--- src/rtl/tss_pkg.sv ---
// Package with the shared types and constants of the thread-state scheduler.
package tss_pkg;

    localparam int MaxThreads = 16;
    localparam int NumSems    = 8;
    localparam int TidW       = 4;
    localparam int SemW       = 3;
    localparam int LenW       = 5;
    localparam int QDepth     = 2;

    typedef enum logic [3:0] {
        ACT_CREATE   = 4'd0,
        ACT_YIELD    = 4'd1,
        ACT_JOIN     = 4'd2,
        ACT_SUSPEND  = 4'd3,
        ACT_RESUME   = 4'd4,
        ACT_SEM_INIT = 4'd5,
        ACT_WAIT     = 4'd6,
        ACT_SIGNAL   = 4'd7,
        ACT_FINISH   = 4'd8
    } action_t;

    localparam logic [2:0] ST_FREE      = 3'd0;
    localparam logic [2:0] ST_READY     = 3'd1;
    localparam logic [2:0] ST_RUN       = 3'd2;
    localparam logic [2:0] ST_BLOCK     = 3'd3;
    localparam logic [2:0] ST_READY_SUS = 3'd4;
    localparam logic [2:0] ST_BLOCK_SUS = 3'd5;

    localparam logic [2:0] STS_OK        = 3'd0;
    localparam logic [2:0] STS_NOT_FOUND = 3'd1;
    localparam logic [2:0] STS_JOINED    = 3'd2;
    localparam logic [2:0] STS_NO_READY  = 3'd3;
    localparam logic [2:0] STS_EXHAUSTED = 3'd4;
    localparam logic [2:0] STS_BAD_QUEUE = 3'd5;

    typedef struct packed {
        logic [3:0]      action;
        logic [TidW-1:0] target_tid;
        logic [SemW-1:0] sem_index;
        logic [14:0]     init_count;
        logic            known;
        logic            needs_run;
    } cmd_t;

endpackage

--- src/rtl/tss_front.sv ---
// Front end: accepts commands, decodes them and holds them in a short queue.
module tss_front (
    input  logic               clk,
    input  logic               rst_n,
    input  logic               in_valid,
    output logic               in_ready,
    input  logic [3:0]         action,
    input  logic [3:0]         target_tid,
    input  logic [2:0]         sem_index,
    input  logic [14:0]        init_count,
    output logic               cmd_valid,
    input  logic               cmd_ready,
    output tss_pkg::cmd_t      cmd
);
    import tss_pkg::*;

    cmd_t        q_mem [QDepth];
    logic        wr_ptr_reg, rd_ptr_reg;
    logic [1:0]  cnt_reg;
    logic        push, pop;
    cmd_t        dec;

    always_comb
    begin
        dec.action     = action;
        dec.target_tid = target_tid;
        dec.sem_index  = sem_index;
        dec.init_count = init_count;
        dec.known      = (action <= ACT_FINISH);
        dec.needs_run  = (action == ACT_YIELD) || (action == ACT_JOIN) ||
                         (action == ACT_WAIT) || (action == ACT_FINISH);
    end

    assign in_ready  = (cnt_reg != 2'd2);
    assign push      = in_valid && in_ready;
    assign cmd_valid = (cnt_reg != 2'd0);
    assign pop       = cmd_valid && cmd_ready;
    assign cmd       = q_mem[rd_ptr_reg];

    always_ff @(posedge clk)
    begin
        if (push)
        begin
            q_mem[wr_ptr_reg] <= dec;
        end
    end

    always_ff @(posedge clk or negedge rst_n)
    begin
        if (!rst_n)
        begin
            wr_ptr_reg <= 1'b0;
            rd_ptr_reg <= 1'b0;
            cnt_reg    <= 2'd0;
        end
        else
        begin
            if (push)
            begin
                wr_ptr_reg <= ~wr_ptr_reg;
            end
            if (pop)
            begin
                rd_ptr_reg <= ~rd_ptr_reg;
            end
            cnt_reg <= cnt_reg + 2'(push) - 2'(pop);
        end
    end

    assert property (@(posedge clk) disable iff (!rst_n)
        cnt_reg <= 2'd2)
        else $error("queue count overflow");
    assert property (@(posedge clk) disable iff (!rst_n)
        (cnt_reg == 2'd2 && !pop) |=> (cnt_reg == 2'd2))
        else $error("full queue lost an entry");
    assert property (@(posedge clk) disable iff (!rst_n)
        (cnt_reg == 2'd0) |-> !cmd_valid)
        else $error("empty queue presents a command");

endmodule

--- src/rtl/tss_back.sv ---
// Back end: executes one command at a time as a sequence of states and registers the result.
module tss_back (
    input  logic          clk,
    input  logic          rst_n,
    input  logic          cmd_valid,
    output logic          cmd_ready,
    input  tss_pkg::cmd_t cmd,
    output logic          out_valid,
    input  logic          out_ready,
    output logic [2:0]    status,
    output logic [3:0]    running_tid,
    output logic          running_valid,
    output logic [3:0]    new_tid
);
    import tss_pkg::*;

    typedef enum logic [2:0] {
        S_IDLE, S_EXEC, S_RM_SCAN, S_WAKE, S_DISPATCH, S_SHIFT, S_DONE
    } state_t;

    state_t          state_reg;
    cmd_t            cmd_reg;
    logic [2:0]      tstat_reg [MaxThreads];
    logic [TidW-1:0] rlist_reg [MaxThreads];
    logic [LenW-1:0] rlen_reg;
    logic [TidW-1:0] cur_reg;
    logic            cur_v_reg;
    logic [LenW-1:0] next_id_reg;
    logic            jw_v_reg [MaxThreads];
    logic [TidW-1:0] jw_t_reg [MaxThreads];
    logic [15:0]     sval_reg [NumSems];
    logic [TidW-1:0] swq_mem [NumSems*MaxThreads];
    logic [TidW-1:0] shead_reg [NumSems];
    logic [LenW-1:0] slen_reg [NumSems];
    logic [2:0]      err_reg;
    logic [TidW-1:0] ntid_reg;
    logic [LenW-1:0] i_reg, j_reg;
    logic [TidW-1:0] rm_t_reg, wake_t_reg;
    logic [TidW-1:0] head_rd_reg;
    logic            head_rd_ok_reg;
    logic            sig_pending_reg;
    logic            out_v_reg;
    logic [2:0]      o_status_reg;
    logic [3:0]      o_rtid_reg;
    logic            o_rv_reg;
    logic [3:0]      o_ntid_reg;

    logic [TidW-1:0] tgt;
    logic [2:0]      tst;
    logic [SemW-1:0] sx;
    logic [15:0]     sv;
    logic [TidW-1:0] slot;
    logic [2:0]      fin_err;
    state_t          exec_next;

    assign cmd_ready     = (state_reg == S_IDLE);
    assign out_valid     = out_v_reg;
    assign status        = o_status_reg;
    assign running_tid   = o_rtid_reg;
    assign running_valid = o_rv_reg;
    assign new_tid       = o_ntid_reg;

    assign tgt     = cmd_reg.target_tid;
    assign tst     = tstat_reg[tgt];
    assign sx      = cmd_reg.sem_index;
    assign sv      = sval_reg[sx];
    assign slot    = shead_reg[sx] + slen_reg[sx][TidW-1:0];
    assign fin_err = (err_reg == STS_OK && !cur_v_reg) ? STS_NO_READY : err_reg;

    always_comb
    begin
        exec_next = S_DISPATCH;
        if (!(cmd_reg.needs_run && !cur_v_reg))
        begin
            case (cmd_reg.action)
                ACT_SUSPEND:
                begin
                    if (tst == ST_READY)
                    begin
                        exec_next = S_RM_SCAN;
                    end
                end
                ACT_SIGNAL:
                begin
                    if (slen_reg[sx] != '0)
                    begin
                        exec_next = S_WAKE;
                    end
                end
                ACT_FINISH:
                begin
                    if (jw_v_reg[cur_reg])
                    begin
                        exec_next = S_WAKE;
                    end
                end
                default:
                begin
                    exec_next = S_DISPATCH;
                end
            endcase
        end
    end

    always_ff @(posedge clk)
    begin
        if (state_reg == S_EXEC && cmd_reg.action == ACT_WAIT && cur_v_reg
            && !($signed(sv) > 0) && !slen_reg[sx][LenW-1])
        begin
            swq_mem[{sx, slot}] <= cur_reg;
        end
        head_rd_reg <= swq_mem[{sx, shead_reg[sx]}];
    end

    always_ff @(posedge clk or negedge rst_n)
    begin
        if (!rst_n)
        begin
            state_reg <= S_IDLE;
            for (int k = 0; k < MaxThreads; k++)
            begin
                tstat_reg[k] <= (k == 0) ? ST_RUN : ST_FREE;
                jw_v_reg[k]  <= 1'b0;
            end
            for (int k = 0; k < NumSems; k++)
            begin
                sval_reg[k]  <= '0;
                shead_reg[k] <= '0;
                slen_reg[k]  <= '0;
            end
            rlen_reg        <= '0;
            cur_reg         <= '0;
            cur_v_reg       <= 1'b1;
            next_id_reg     <= LenW'(1);
            out_v_reg       <= 1'b0;
            err_reg         <= STS_OK;
            sig_pending_reg <= 1'b0;
            head_rd_ok_reg  <= 1'b0;
        end
        else
        begin
            if (out_v_reg && out_ready && state_reg != S_DONE)
            begin
                out_v_reg <= 1'b0;
            end
            case (state_reg)
                S_IDLE:
                begin
                    if (cmd_valid)
                    begin
                        cmd_reg         <= cmd;
                        err_reg         <= STS_OK;
                        ntid_reg        <= '0;
                        sig_pending_reg <= 1'b0;
                        head_rd_ok_reg  <= 1'b0;
                        state_reg       <= S_EXEC;
                    end
                end
                S_EXEC:
                begin
                    state_reg <= exec_next;
                    if (cmd_reg.needs_run && !cur_v_reg)
                    begin
                        err_reg <= STS_NO_READY;
                    end
                    else
                    begin
                        case (cmd_reg.action)
                            ACT_CREATE:
                            begin
                                if (next_id_reg >= LenW'(MaxThreads))
                                begin
                                    err_reg <= STS_EXHAUSTED;
                                end
                                else
                                begin
                                    ntid_reg    <= next_id_reg[TidW-1:0];
                                    next_id_reg <= next_id_reg + 1'b1;
                                    rlist_reg[rlen_reg[TidW-1:0]] <= next_id_reg[TidW-1:0];
                                    rlen_reg <= rlen_reg + 1'b1;
                                    tstat_reg[next_id_reg[TidW-1:0]] <= ST_READY;
                                end
                            end
                            ACT_YIELD:
                            begin
                                cur_v_reg <= 1'b0;
                                if (!rlen_reg[LenW-1])
                                begin
                                    rlist_reg[rlen_reg[TidW-1:0]] <= cur_reg;
                                    rlen_reg <= rlen_reg + 1'b1;
                                    tstat_reg[cur_reg] <= ST_READY;
                                end
                            end
                            ACT_JOIN:
                            begin
                                if (!(tst inside {ST_READY, ST_BLOCK, ST_READY_SUS,
                                                  ST_BLOCK_SUS}))
                                begin
                                    err_reg <= STS_NOT_FOUND;
                                end
                                else if (jw_v_reg[tgt])
                                begin
                                    err_reg <= STS_JOINED;
                                end
                                else
                                begin
                                    jw_v_reg[tgt]      <= 1'b1;
                                    jw_t_reg[tgt]      <= cur_reg;
                                    tstat_reg[cur_reg] <= ST_BLOCK;
                                    cur_v_reg          <= 1'b0;
                                end
                            end
                            ACT_SUSPEND:
                            begin
                                if (tst == ST_READY)
                                begin
                                    tstat_reg[tgt] <= ST_READY_SUS;
                                    rm_t_reg       <= tgt;
                                    i_reg          <= '0;
                                    j_reg          <= '0;
                                end
                                else if (tst == ST_BLOCK)
                                begin
                                    tstat_reg[tgt] <= ST_BLOCK_SUS;
                                end
                                else
                                begin
                                    err_reg <= STS_NOT_FOUND;
                                end
                            end
                            ACT_RESUME:
                            begin
                                if (tst == ST_READY_SUS)
                                begin
                                    if (!rlen_reg[LenW-1])
                                    begin
                                        rlist_reg[rlen_reg[TidW-1:0]] <= tgt;
                                        rlen_reg <= rlen_reg + 1'b1;
                                        tstat_reg[tgt] <= ST_READY;
                                    end
                                end
                                else if (tst == ST_BLOCK_SUS)
                                begin
                                    tstat_reg[tgt] <= ST_BLOCK;
                                end
                                else
                                begin
                                    err_reg <= STS_NOT_FOUND;
                                end
                            end
                            ACT_SEM_INIT:
                            begin
                                sval_reg[sx]  <= {1'b0, cmd_reg.init_count};
                                shead_reg[sx] <= '0;
                                slen_reg[sx]  <= '0;
                            end
                            ACT_WAIT:
                            begin
                                if ($signed(sv) > 0)
                                begin
                                    sval_reg[sx] <= sv - 1'b1;
                                end
                                else if (slen_reg[sx][LenW-1])
                                begin
                                    err_reg <= STS_BAD_QUEUE;
                                end
                                else
                                begin
                                    if (sv != 16'h8000)
                                    begin
                                        sval_reg[sx] <= sv - 1'b1;
                                    end
                                    slen_reg[sx]       <= slen_reg[sx] + 1'b1;
                                    tstat_reg[cur_reg] <= ST_BLOCK;
                                    cur_v_reg          <= 1'b0;
                                end
                            end
                            ACT_SIGNAL:
                            begin
                                if (sv != 16'h7FFF)
                                begin
                                    sval_reg[sx] <= sv + 1'b1;
                                end
                                if (slen_reg[sx] != '0)
                                begin
                                    sig_pending_reg <= 1'b1;
                                end
                            end
                            ACT_FINISH:
                            begin
                                tstat_reg[cur_reg] <= ST_FREE;
                                cur_v_reg          <= 1'b0;
                                if (jw_v_reg[cur_reg])
                                begin
                                    jw_v_reg[cur_reg] <= 1'b0;
                                    wake_t_reg        <= jw_t_reg[cur_reg];
                                end
                            end
                            default:
                            begin
                            end
                        endcase
                    end
                end
                S_RM_SCAN:
                begin
                    if (i_reg < rlen_reg && !i_reg[LenW-1])
                    begin
                        if (rlist_reg[i_reg[TidW-1:0]] != rm_t_reg)
                        begin
                            rlist_reg[j_reg[TidW-1:0]] <= rlist_reg[i_reg[TidW-1:0]];
                            j_reg <= j_reg + 1'b1;
                        end
                        i_reg <= i_reg + 1'b1;
                    end
                    else
                    begin
                        rlen_reg  <= j_reg;
                        state_reg <= S_DISPATCH;
                    end
                end
                S_WAKE:
                begin
                    // A signal first waits for the registered queue head read.
                    if (sig_pending_reg && !head_rd_ok_reg)
                    begin
                        head_rd_ok_reg <= 1'b1;
                    end
                    else
                    begin
                        logic [TidW-1:0] w;
                        w = sig_pending_reg ? head_rd_reg : wake_t_reg;
                        state_reg <= S_DISPATCH;
                        if (tstat_reg[w] == ST_BLOCK || tstat_reg[w] == ST_BLOCK_SUS)
                        begin
                            if (tstat_reg[w] == ST_BLOCK_SUS)
                            begin
                                tstat_reg[w] <= ST_READY_SUS;
                            end
                            else if (!rlen_reg[LenW-1])
                            begin
                                rlist_reg[rlen_reg[TidW-1:0]] <= w;
                                rlen_reg     <= rlen_reg + 1'b1;
                                tstat_reg[w] <= ST_READY;
                            end
                            if (sig_pending_reg)
                            begin
                                shead_reg[sx] <= shead_reg[sx] + 1'b1;
                                slen_reg[sx]  <= slen_reg[sx] - 1'b1;
                            end
                        end
                        else if (sig_pending_reg)
                        begin
                            err_reg <= STS_BAD_QUEUE;
                        end
                    end
                end
                S_DISPATCH:
                begin
                    if (!cur_v_reg && rlen_reg != '0)
                    begin
                        cur_reg   <= rlist_reg[0];
                        cur_v_reg <= 1'b1;
                        tstat_reg[rlist_reg[0]] <= ST_RUN;
                        i_reg     <= LenW'(1);
                        state_reg <= S_SHIFT;
                    end
                    else
                    begin
                        state_reg <= S_DONE;
                    end
                end
                S_SHIFT:
                begin
                    if (i_reg < rlen_reg && !i_reg[LenW-1])
                    begin
                        rlist_reg[i_reg[TidW-1:0] - 1'b1] <= rlist_reg[i_reg[TidW-1:0]];
                        i_reg <= i_reg + 1'b1;
                    end
                    else
                    begin
                        rlen_reg  <= rlen_reg - 1'b1;
                        state_reg <= S_DONE;
                    end
                end
                S_DONE:
                begin
                    if (!out_v_reg || out_ready)
                    begin
                        out_v_reg    <= 1'b1;
                        o_status_reg <= fin_err;
                        o_rtid_reg   <= cur_v_reg ? cur_reg : '0;
                        o_rv_reg     <= cur_v_reg;
                        o_ntid_reg   <= ntid_reg;
                        state_reg    <= S_IDLE;
                    end
                end
                default:
                begin
                    state_reg <= S_IDLE;
                end
            endcase
        end
    end

    assert property (@(posedge clk) disable iff (!rst_n)
        rlen_reg <= LenW'(MaxThreads))
        else $error("ready list overflow");
    assert property (@(posedge clk) disable iff (!rst_n)
        cur_v_reg |-> (state_reg != S_IDLE || tstat_reg[cur_reg] == ST_RUN))
        else $error("running thread not in run state");
    assert property (@(posedge clk) disable iff (!rst_n)
        (state_reg == S_DONE && (!out_v_reg || out_ready)) |=> out_v_reg)
        else $error("result not presented");
    assert property (@(posedge clk) disable iff (!rst_n)
        next_id_reg <= LenW'(MaxThreads))
        else $error("thread id counter overflow");

endmodule

--- src/rtl/thread_state_scheduler_top.sv ---
// Top level of the thread-state scheduler: decode front end, queue and executor.
// Each command passes decode, the queue and the executor; a dispatch then shifts the ready list,
// suspend of a ready thread first scans the ready list, a signal with waiters reads the queue head
// and wakes it, and a finish with a join waiter wakes that waiter. The executor takes one
// command at a time; output stalls hold it in its result state.
// Reset: thread 0 running, all other threads free, semaphores zero, queues empty.
module thread_state_scheduler_top (
    input  logic        clk,
    input  logic        rst_n,
    input  logic        in_valid,
    output logic        in_ready,
    input  logic [3:0]  action,
    input  logic [3:0]  target_tid,
    input  logic [2:0]  sem_index,
    input  logic [14:0] init_count,
    output logic        out_valid,
    input  logic        out_ready,
    output logic [2:0]  status,
    output logic [3:0]  running_tid,
    output logic        running_valid,
    output logic [3:0]  new_tid
);
    import tss_pkg::*;

    cmd_t cmd;
    logic cmd_valid, cmd_ready;

    tss_front u_front (
        .clk, .rst_n, .in_valid, .in_ready, .action, .target_tid, .sem_index,
        .init_count, .cmd_valid, .cmd_ready, .cmd
    );

    tss_back u_back (
        .clk, .rst_n, .cmd_valid, .cmd_ready, .cmd, .out_valid, .out_ready,
        .status, .running_tid, .running_valid, .new_tid
    );

endmodule

--- config.mk ---
export PLATFORM = sky130hd
export DESIGN_NAME = thread_state_scheduler_top
export DESIGN_NICKNAME = d
export VERILOG_FILES = /design/src/rtl/tss_pkg.sv /design/src/rtl/tss_front.sv /design/src/rtl/tss_back.sv /design/src/rtl/thread_state_scheduler_top.sv
export SDC_FILE = /design/constraint.sdc
export NUM_CORES = 2
export LEC_CHECK = 0
export BUFFER_PORTS_ARGS = -buffer_cell sky130_fd_sc_hd__buf_2
export CAP_MARGIN = 40
export CORE_ASPECT_RATIO = 1.5
export CORE_MARGIN = 5
export CORE_UTILIZATION = 58
export DETAILED_ROUTE_END_ITERATION = 12
export PLACE_DENSITY = 0.81
export SETUP_SLACK_MARGIN = 0.5
export SLEW_MARGIN = 10
export SYNTH_ARGS = -nofsm -noshare
export SYNTH_HDL_FRONTEND = slang
export SYNTH_SLANG_ARGS = --single-unit
--- constraint.sdc ---
create_clock -name clk -period 4.3 [get_ports clk]
set_input_delay 0.645 -clock clk [delete_from_list [all_inputs] [get_ports clk]]
set_output_delay 0.645 -clock clk [all_outputs]
set_load 0.03 [all_outputs]
==> summary.txt <==
Worst setup path
  • Critical-path maximum fanout: 17
  • Number of buffers and inverters on the critical path: 3
  • Critical path class: reg -> reg
  • Worst Path Arrival: a little under 5 ns
  • Cell Chain, Critical Path: buf_12, buf_4, nor3b_2, nand2_1, nand3_1, buf_4, nor2_1, a22oi_1, a31oi_1, nor4_1, nand4b_1
  • Worst EP required: between 4 and 5 ns
  • Kind of cell adding the most delay to the critical path: simple AND/OR/NAND/NOR gates
  • Library cell appearing most often on the critical path: sky130_fd_sc_hd__buf_4
  • CP max-delay cell: sky130_fd_sc_hd__nor2_1
  • Worst setup slack for register-to-register paths: 0.07 ns
  • Largest incremental delay on the critical path: between 0.9 and 1 ns
  • Element type at the critical path start: flop
  • Timing startpoint of the critical path: u_back.sx[2]
  • Critical path endpoint category: flop
  • Critical R2R Launch: u_back.sx[2]

Power and ir drop
  • Static Leakage: 21.4 nW
  • PD cells: ~550 nW/µm²
  • Cell-internal power: 0.0213 W
  • Sequential Power Share: 0.416
  • Clock network power share: 0.297
  • Combinational cell fraction of total power: 0.288
  • Worst vdd rail ir drop: just under 0.4 mV
  • Psw: around 0.011 W
  • Net switching share of the total power: 0.346
  • Tot Pwr: ~0.033 W

Place
  • Post-Place Worst Slack: 0.0960 ns
  • Last weighted congestion value of the routability-driven placer: roughly 1.1
  • Total of buffers placed on input and output ports: between 40 and 50
  • Half-perimeter wire length of the detailed placement result: approximately 120000 µm

Logic synthesis
  • Sequential cell area fraction in the yosys report: 0.600
  • Gate count after technology mapping: approximately 4100
  • Distinct cells, synth: 96
  • Cell type with the highest aggregate area in the netlist: sky130_fd_sc_hd__edfxtp_1
  • Top cells by area in the synthesized netlist: sky130_fd_sc_hd__edfxtp_1 (45%), sky130_fd_sc_hd__dfrtp_1 (14%), sky130_fd_sc_hd__mux4_2 (7.0%), sky130_fd_sc_hd__nand2_1 (4.3%), sky130_fd_sc_hd__nor2_1 (2.9%)
  • Share of synthesized flip-flops with an asynchronous set or reset: 0.277
  • Total nets after synthesis: about 4200
  • Area of the mapped netlist: between 50000 and 60000 µm²
  • Total of warnings raised by yosys: 0
  • Number of synthesized register bits: approximately 1100
  • Commonest register cell after synthesis: sky130_fd_sc_hd__edfxtp_1
  • Count of flip-flops with a built-in enable after synthesis: between 700 and 800
  • Average cell area after synthesis: approximately 12 µm²
  • Synth top area share: 0.451

STA
  • Hold slack final: approximately 0.11 ns
  • Highest Clock Rate: 0.236 GHz
  • Worst slew margin relative to its limit: 0.188
  • Setup repair after global routing missed its margin: true
  • Worst-case clock skew: between 0.06 and 0.07 ns
  • Final Slew Violations: 0
  • Final hold vios: 0
  • Final Setup Violations: 0
  • Final-layout setup total negative slack: 0 ns
  • Final worst path period need: 4.23 ns
  • Worst Slack Setup Final: roughly 0.067 ns
  • Fraction of the cycle the final worst path needs: 0.984
  • Transition time at the pin with the least slew margin: 1.21 ns

Route
  • Drt via density: a little over 7
  • Number of vias after detailed routing: 39622
  • First-iteration detailed-routing DRC count: ~5900
  • Aggregate routed wire length: between 150000 and 200000 µm
  • Residual DRC count: 0
  • Final routed wire length divided by cell count: between 30 and 40 µm
  • TritonRoute pass-1 iters: 9
  • Remaining number of nets flagged by the antenna check after routing: 0

Die
  • Floorplan Core Area: 86200 µm²
  • Floorplan die area: 92700 µm²
  • Initial core utilization: 0.583
  • Die height: around 370 µm
  • Floorplan die width: approximately 250 µm
  • # rows: between 100 and 150
  • I/O pin cnt: 44

Flow run
  • Max-cap check violation count: 0

Global route
  • Antenna violations before repair: 16
  • Pin count of the biggest net entering global routing: between 150 and 200
  • Number of global-route vias before repair: 38472
  • Wire length of the first global-routing pass: between 200000 and 300000 µm
  • Global-route congestion overflow total: 0
  • GR Util All Layers: 0.370

Worst hold path
  • Min-Delay Startpoint: target_tid[1]
  • Class of the worst hold path: in -> reg

Clock tree
  • CTS H-tree depth: 3
  • Maximum number of buffers from clock root to sink: 3
  • Post-CTS clock slew at the launch and capture registers of the worst setup and hold paths: 0.07 ns
  • Cell at the root of the clock tree: sky130_fd_sc_hd__clkbuf_16
  • Inserted Clock Buffers: 96
  • Skew-Pair Late Insertion Delay: 0.74 ns
  • TritonCTS clock tree: done
  • Number of sinks driven by the clock tree: approximately 1100

Final layout
  • Number of flip-flops in the largest register: between 500 and 600
  • Number of filler cells placed in the layout: roughly 5600
  • Area growth from synthesis to final layout: 18.1%
  • Fraction of layout cells with a size suffix above 1: 0.249
  • Total number of nets in the final design: between 4000 and 5000

Status
  • Run status: complete, no violations
[path summary, 6_finish.rpt]
path,endpoint,cells after the start
worst max-delay path,u_back.head_rd_reg[3],11
max in group asynchronous,u_back.cur_reg[3],4
min in group asynchronous,u_back.sig_pending_reg,2
worst min register to register,u_back.sval_reg[46],2
worst min-delay path,u_front.q_mem[1][21],1
worst max register to register,u_back.head_rd_reg[3],11
[power by group through the flow]
stage | clock, W | combinational [W] | sequential, W
after global routing | 0.0101 | 0.00978 | 0.0136
after floorplan | 0 | 0.00501 | 0.0137
final | 0.00966 | 0.00938 | 0.0135
after global placement | 0 | 0.00825 | 0.0137
after CTS | 0.00958 | 0.00885 | 0.0135
after detailed placement | 0 | 0.00864 | 0.0137
[cell usage after synthesis (33+ instances only)]
library cell               instances
sky130_fd_sc_hd__o21ai_0         248
sky130_fd_sc_hd__o22ai_1          58
sky130_fd_sc_hd__clkbuf_1        164
sky130_fd_sc_hd__and3_1           40
sky130_fd_sc_hd__mux2i_1          86
sky130_fd_sc_hd__a221oi_1         33
sky130_fd_sc_hd__dfrtp_1         289
sky130_fd_sc_hd__a31oi_1          70
sky130_fd_sc_hd__nor3_1           43
sky130_fd_sc_hd__nand2_1         569
sky130_fd_sc_hd__inv_1            40
sky130_fd_sc_hd__nor2_1          394
sky130_fd_sc_hd__edfxtp_1        755
sky130_fd_sc_hd__a21oi_1         257
sky130_fd_sc_hd__buf_2            51
sky130_fd_sc_hd__buf_1            33
sky130_fd_sc_hd__mux4_2          156
sky130_fd_sc_hd__o211ai_1         36
sky130_fd_sc_hd__mux2_2           88
sky130_fd_sc_hd__nand3_1         119
sky130_fd_sc_hd__xnor2_1          35
[per-layer routing]
metal / vias to the layer above / part of all wire / GRT usage
met1: 19314 / 0.30 / 0.411
li1: 15848 / - / -
met4: 6 / 0.12 / 0.309
met2: 3349 / 0.48 / 0.609
met3: 1105 / 0.11 / 0.0790
met5: - / 0.00024 / 0
[cell families (layout without fill, tap and decap cells)]
logic type      count (synthesis)  in the layout  synth area share
compound gates                930            930             0.116
xor+xnor                       62             62            0.0108
fa+ha+maj                      26             26           0.00662
buf+inv                       310            553            0.0266
flops                        1055           1055             0.600
mux                           379            379             0.120
other cells                     0              9                 0
simple gates                 1350           1350             0.121
[stage by stage]
stage | cells | util | area, µm²
after detailed placement | 5236 | 0.620 | 53500
after global placement | 5222 | 0.618 | 53200
final | 5503 | 0.688 | 59400
after global routing | 5495 | 0.688 | 59300
after CTS | 5440 | 0.672 | 58000
after floorplan | 4112 | - | 51100
[cell usage in the layout, fill, tap and decap left out, types with 15 or more instances in the layout]
cell / instances
sky130_fd_sc_hd__edfxtp_1: 755
sky130_fd_sc_hd__nand2_1: 544
sky130_fd_sc_hd__dfrtp_1: 284
sky130_fd_sc_hd__a21oi_1: 253
sky130_fd_sc_hd__nor2_1: 250
sky130_fd_sc_hd__o21ai_0: 241
sky130_fd_sc_hd__buf_4: 190
sky130_fd_sc_hd__mux4_2: 156
sky130_fd_sc_hd__nor2_4: 129
sky130_fd_sc_hd__clkbuf_16: 116
sky130_fd_sc_hd__nand3_1: 113
sky130_fd_sc_hd__mux2_2: 85
sky130_fd_sc_hd__mux2i_1: 83
sky130_fd_sc_hd__a31oi_1: 69
sky130_fd_sc_hd__o22ai_1: 58
sky130_fd_sc_hd__buf_2: 46
sky130_fd_sc_hd__mux2_4: 45
sky130_fd_sc_hd__buf_12: 44
sky130_fd_sc_hd__nor3_1: 41
sky130_fd_sc_hd__and3_1: 39
sky130_fd_sc_hd__o211ai_1: 36
sky130_fd_sc_hd__inv_1: 35
sky130_fd_sc_hd__xnor2_1: 31
sky130_fd_sc_hd__nand2b_1: 29
sky130_fd_sc_hd__a22oi_1: 29
sky130_fd_sc_hd__nor2b_1: 28
sky130_fd_sc_hd__a221oi_1: 28
sky130_fd_sc_hd__xor2_1: 25
sky130_fd_sc_hd__and2_1: 25
sky130_fd_sc_hd__o31ai_1: 23
sky130_fd_sc_hd__nand4_1: 22
sky130_fd_sc_hd__ha_1: 20
sky130_fd_sc_hd__clkinv_2: 16
sky130_fd_sc_hd__o21a_1: 15
sky130_fd_sc_hd__nor2_2: 15
[layout make-up]
class	count	area (µm²)	area share
Clock inverter	56	744	0.0125
Multi-Input combinational cell	2747	20500	0.346
Antenna cell	9	22.5	0.000379
Tap cell	1139	1430	0.0240
Sequential cell	1055	30200	0.508
Inverter	44	200	0.00337
Timing Repair Buffer	327	3470	0.0585
Clock buffer	126	2800	0.0472
[repair_timing]
item | in CTS | in global routing
hold buffers | 1 | 0
gates cloned | 3 | 15
pin swaps | 19 | 109
endpoints found under the hold margin | 23 | 0
buffers inserted | 18 | 36
setup endpoints to repair | 728 | 734
resized for setup | 174 | 169
Note: power is estimated with default switching activity, not from simulation.
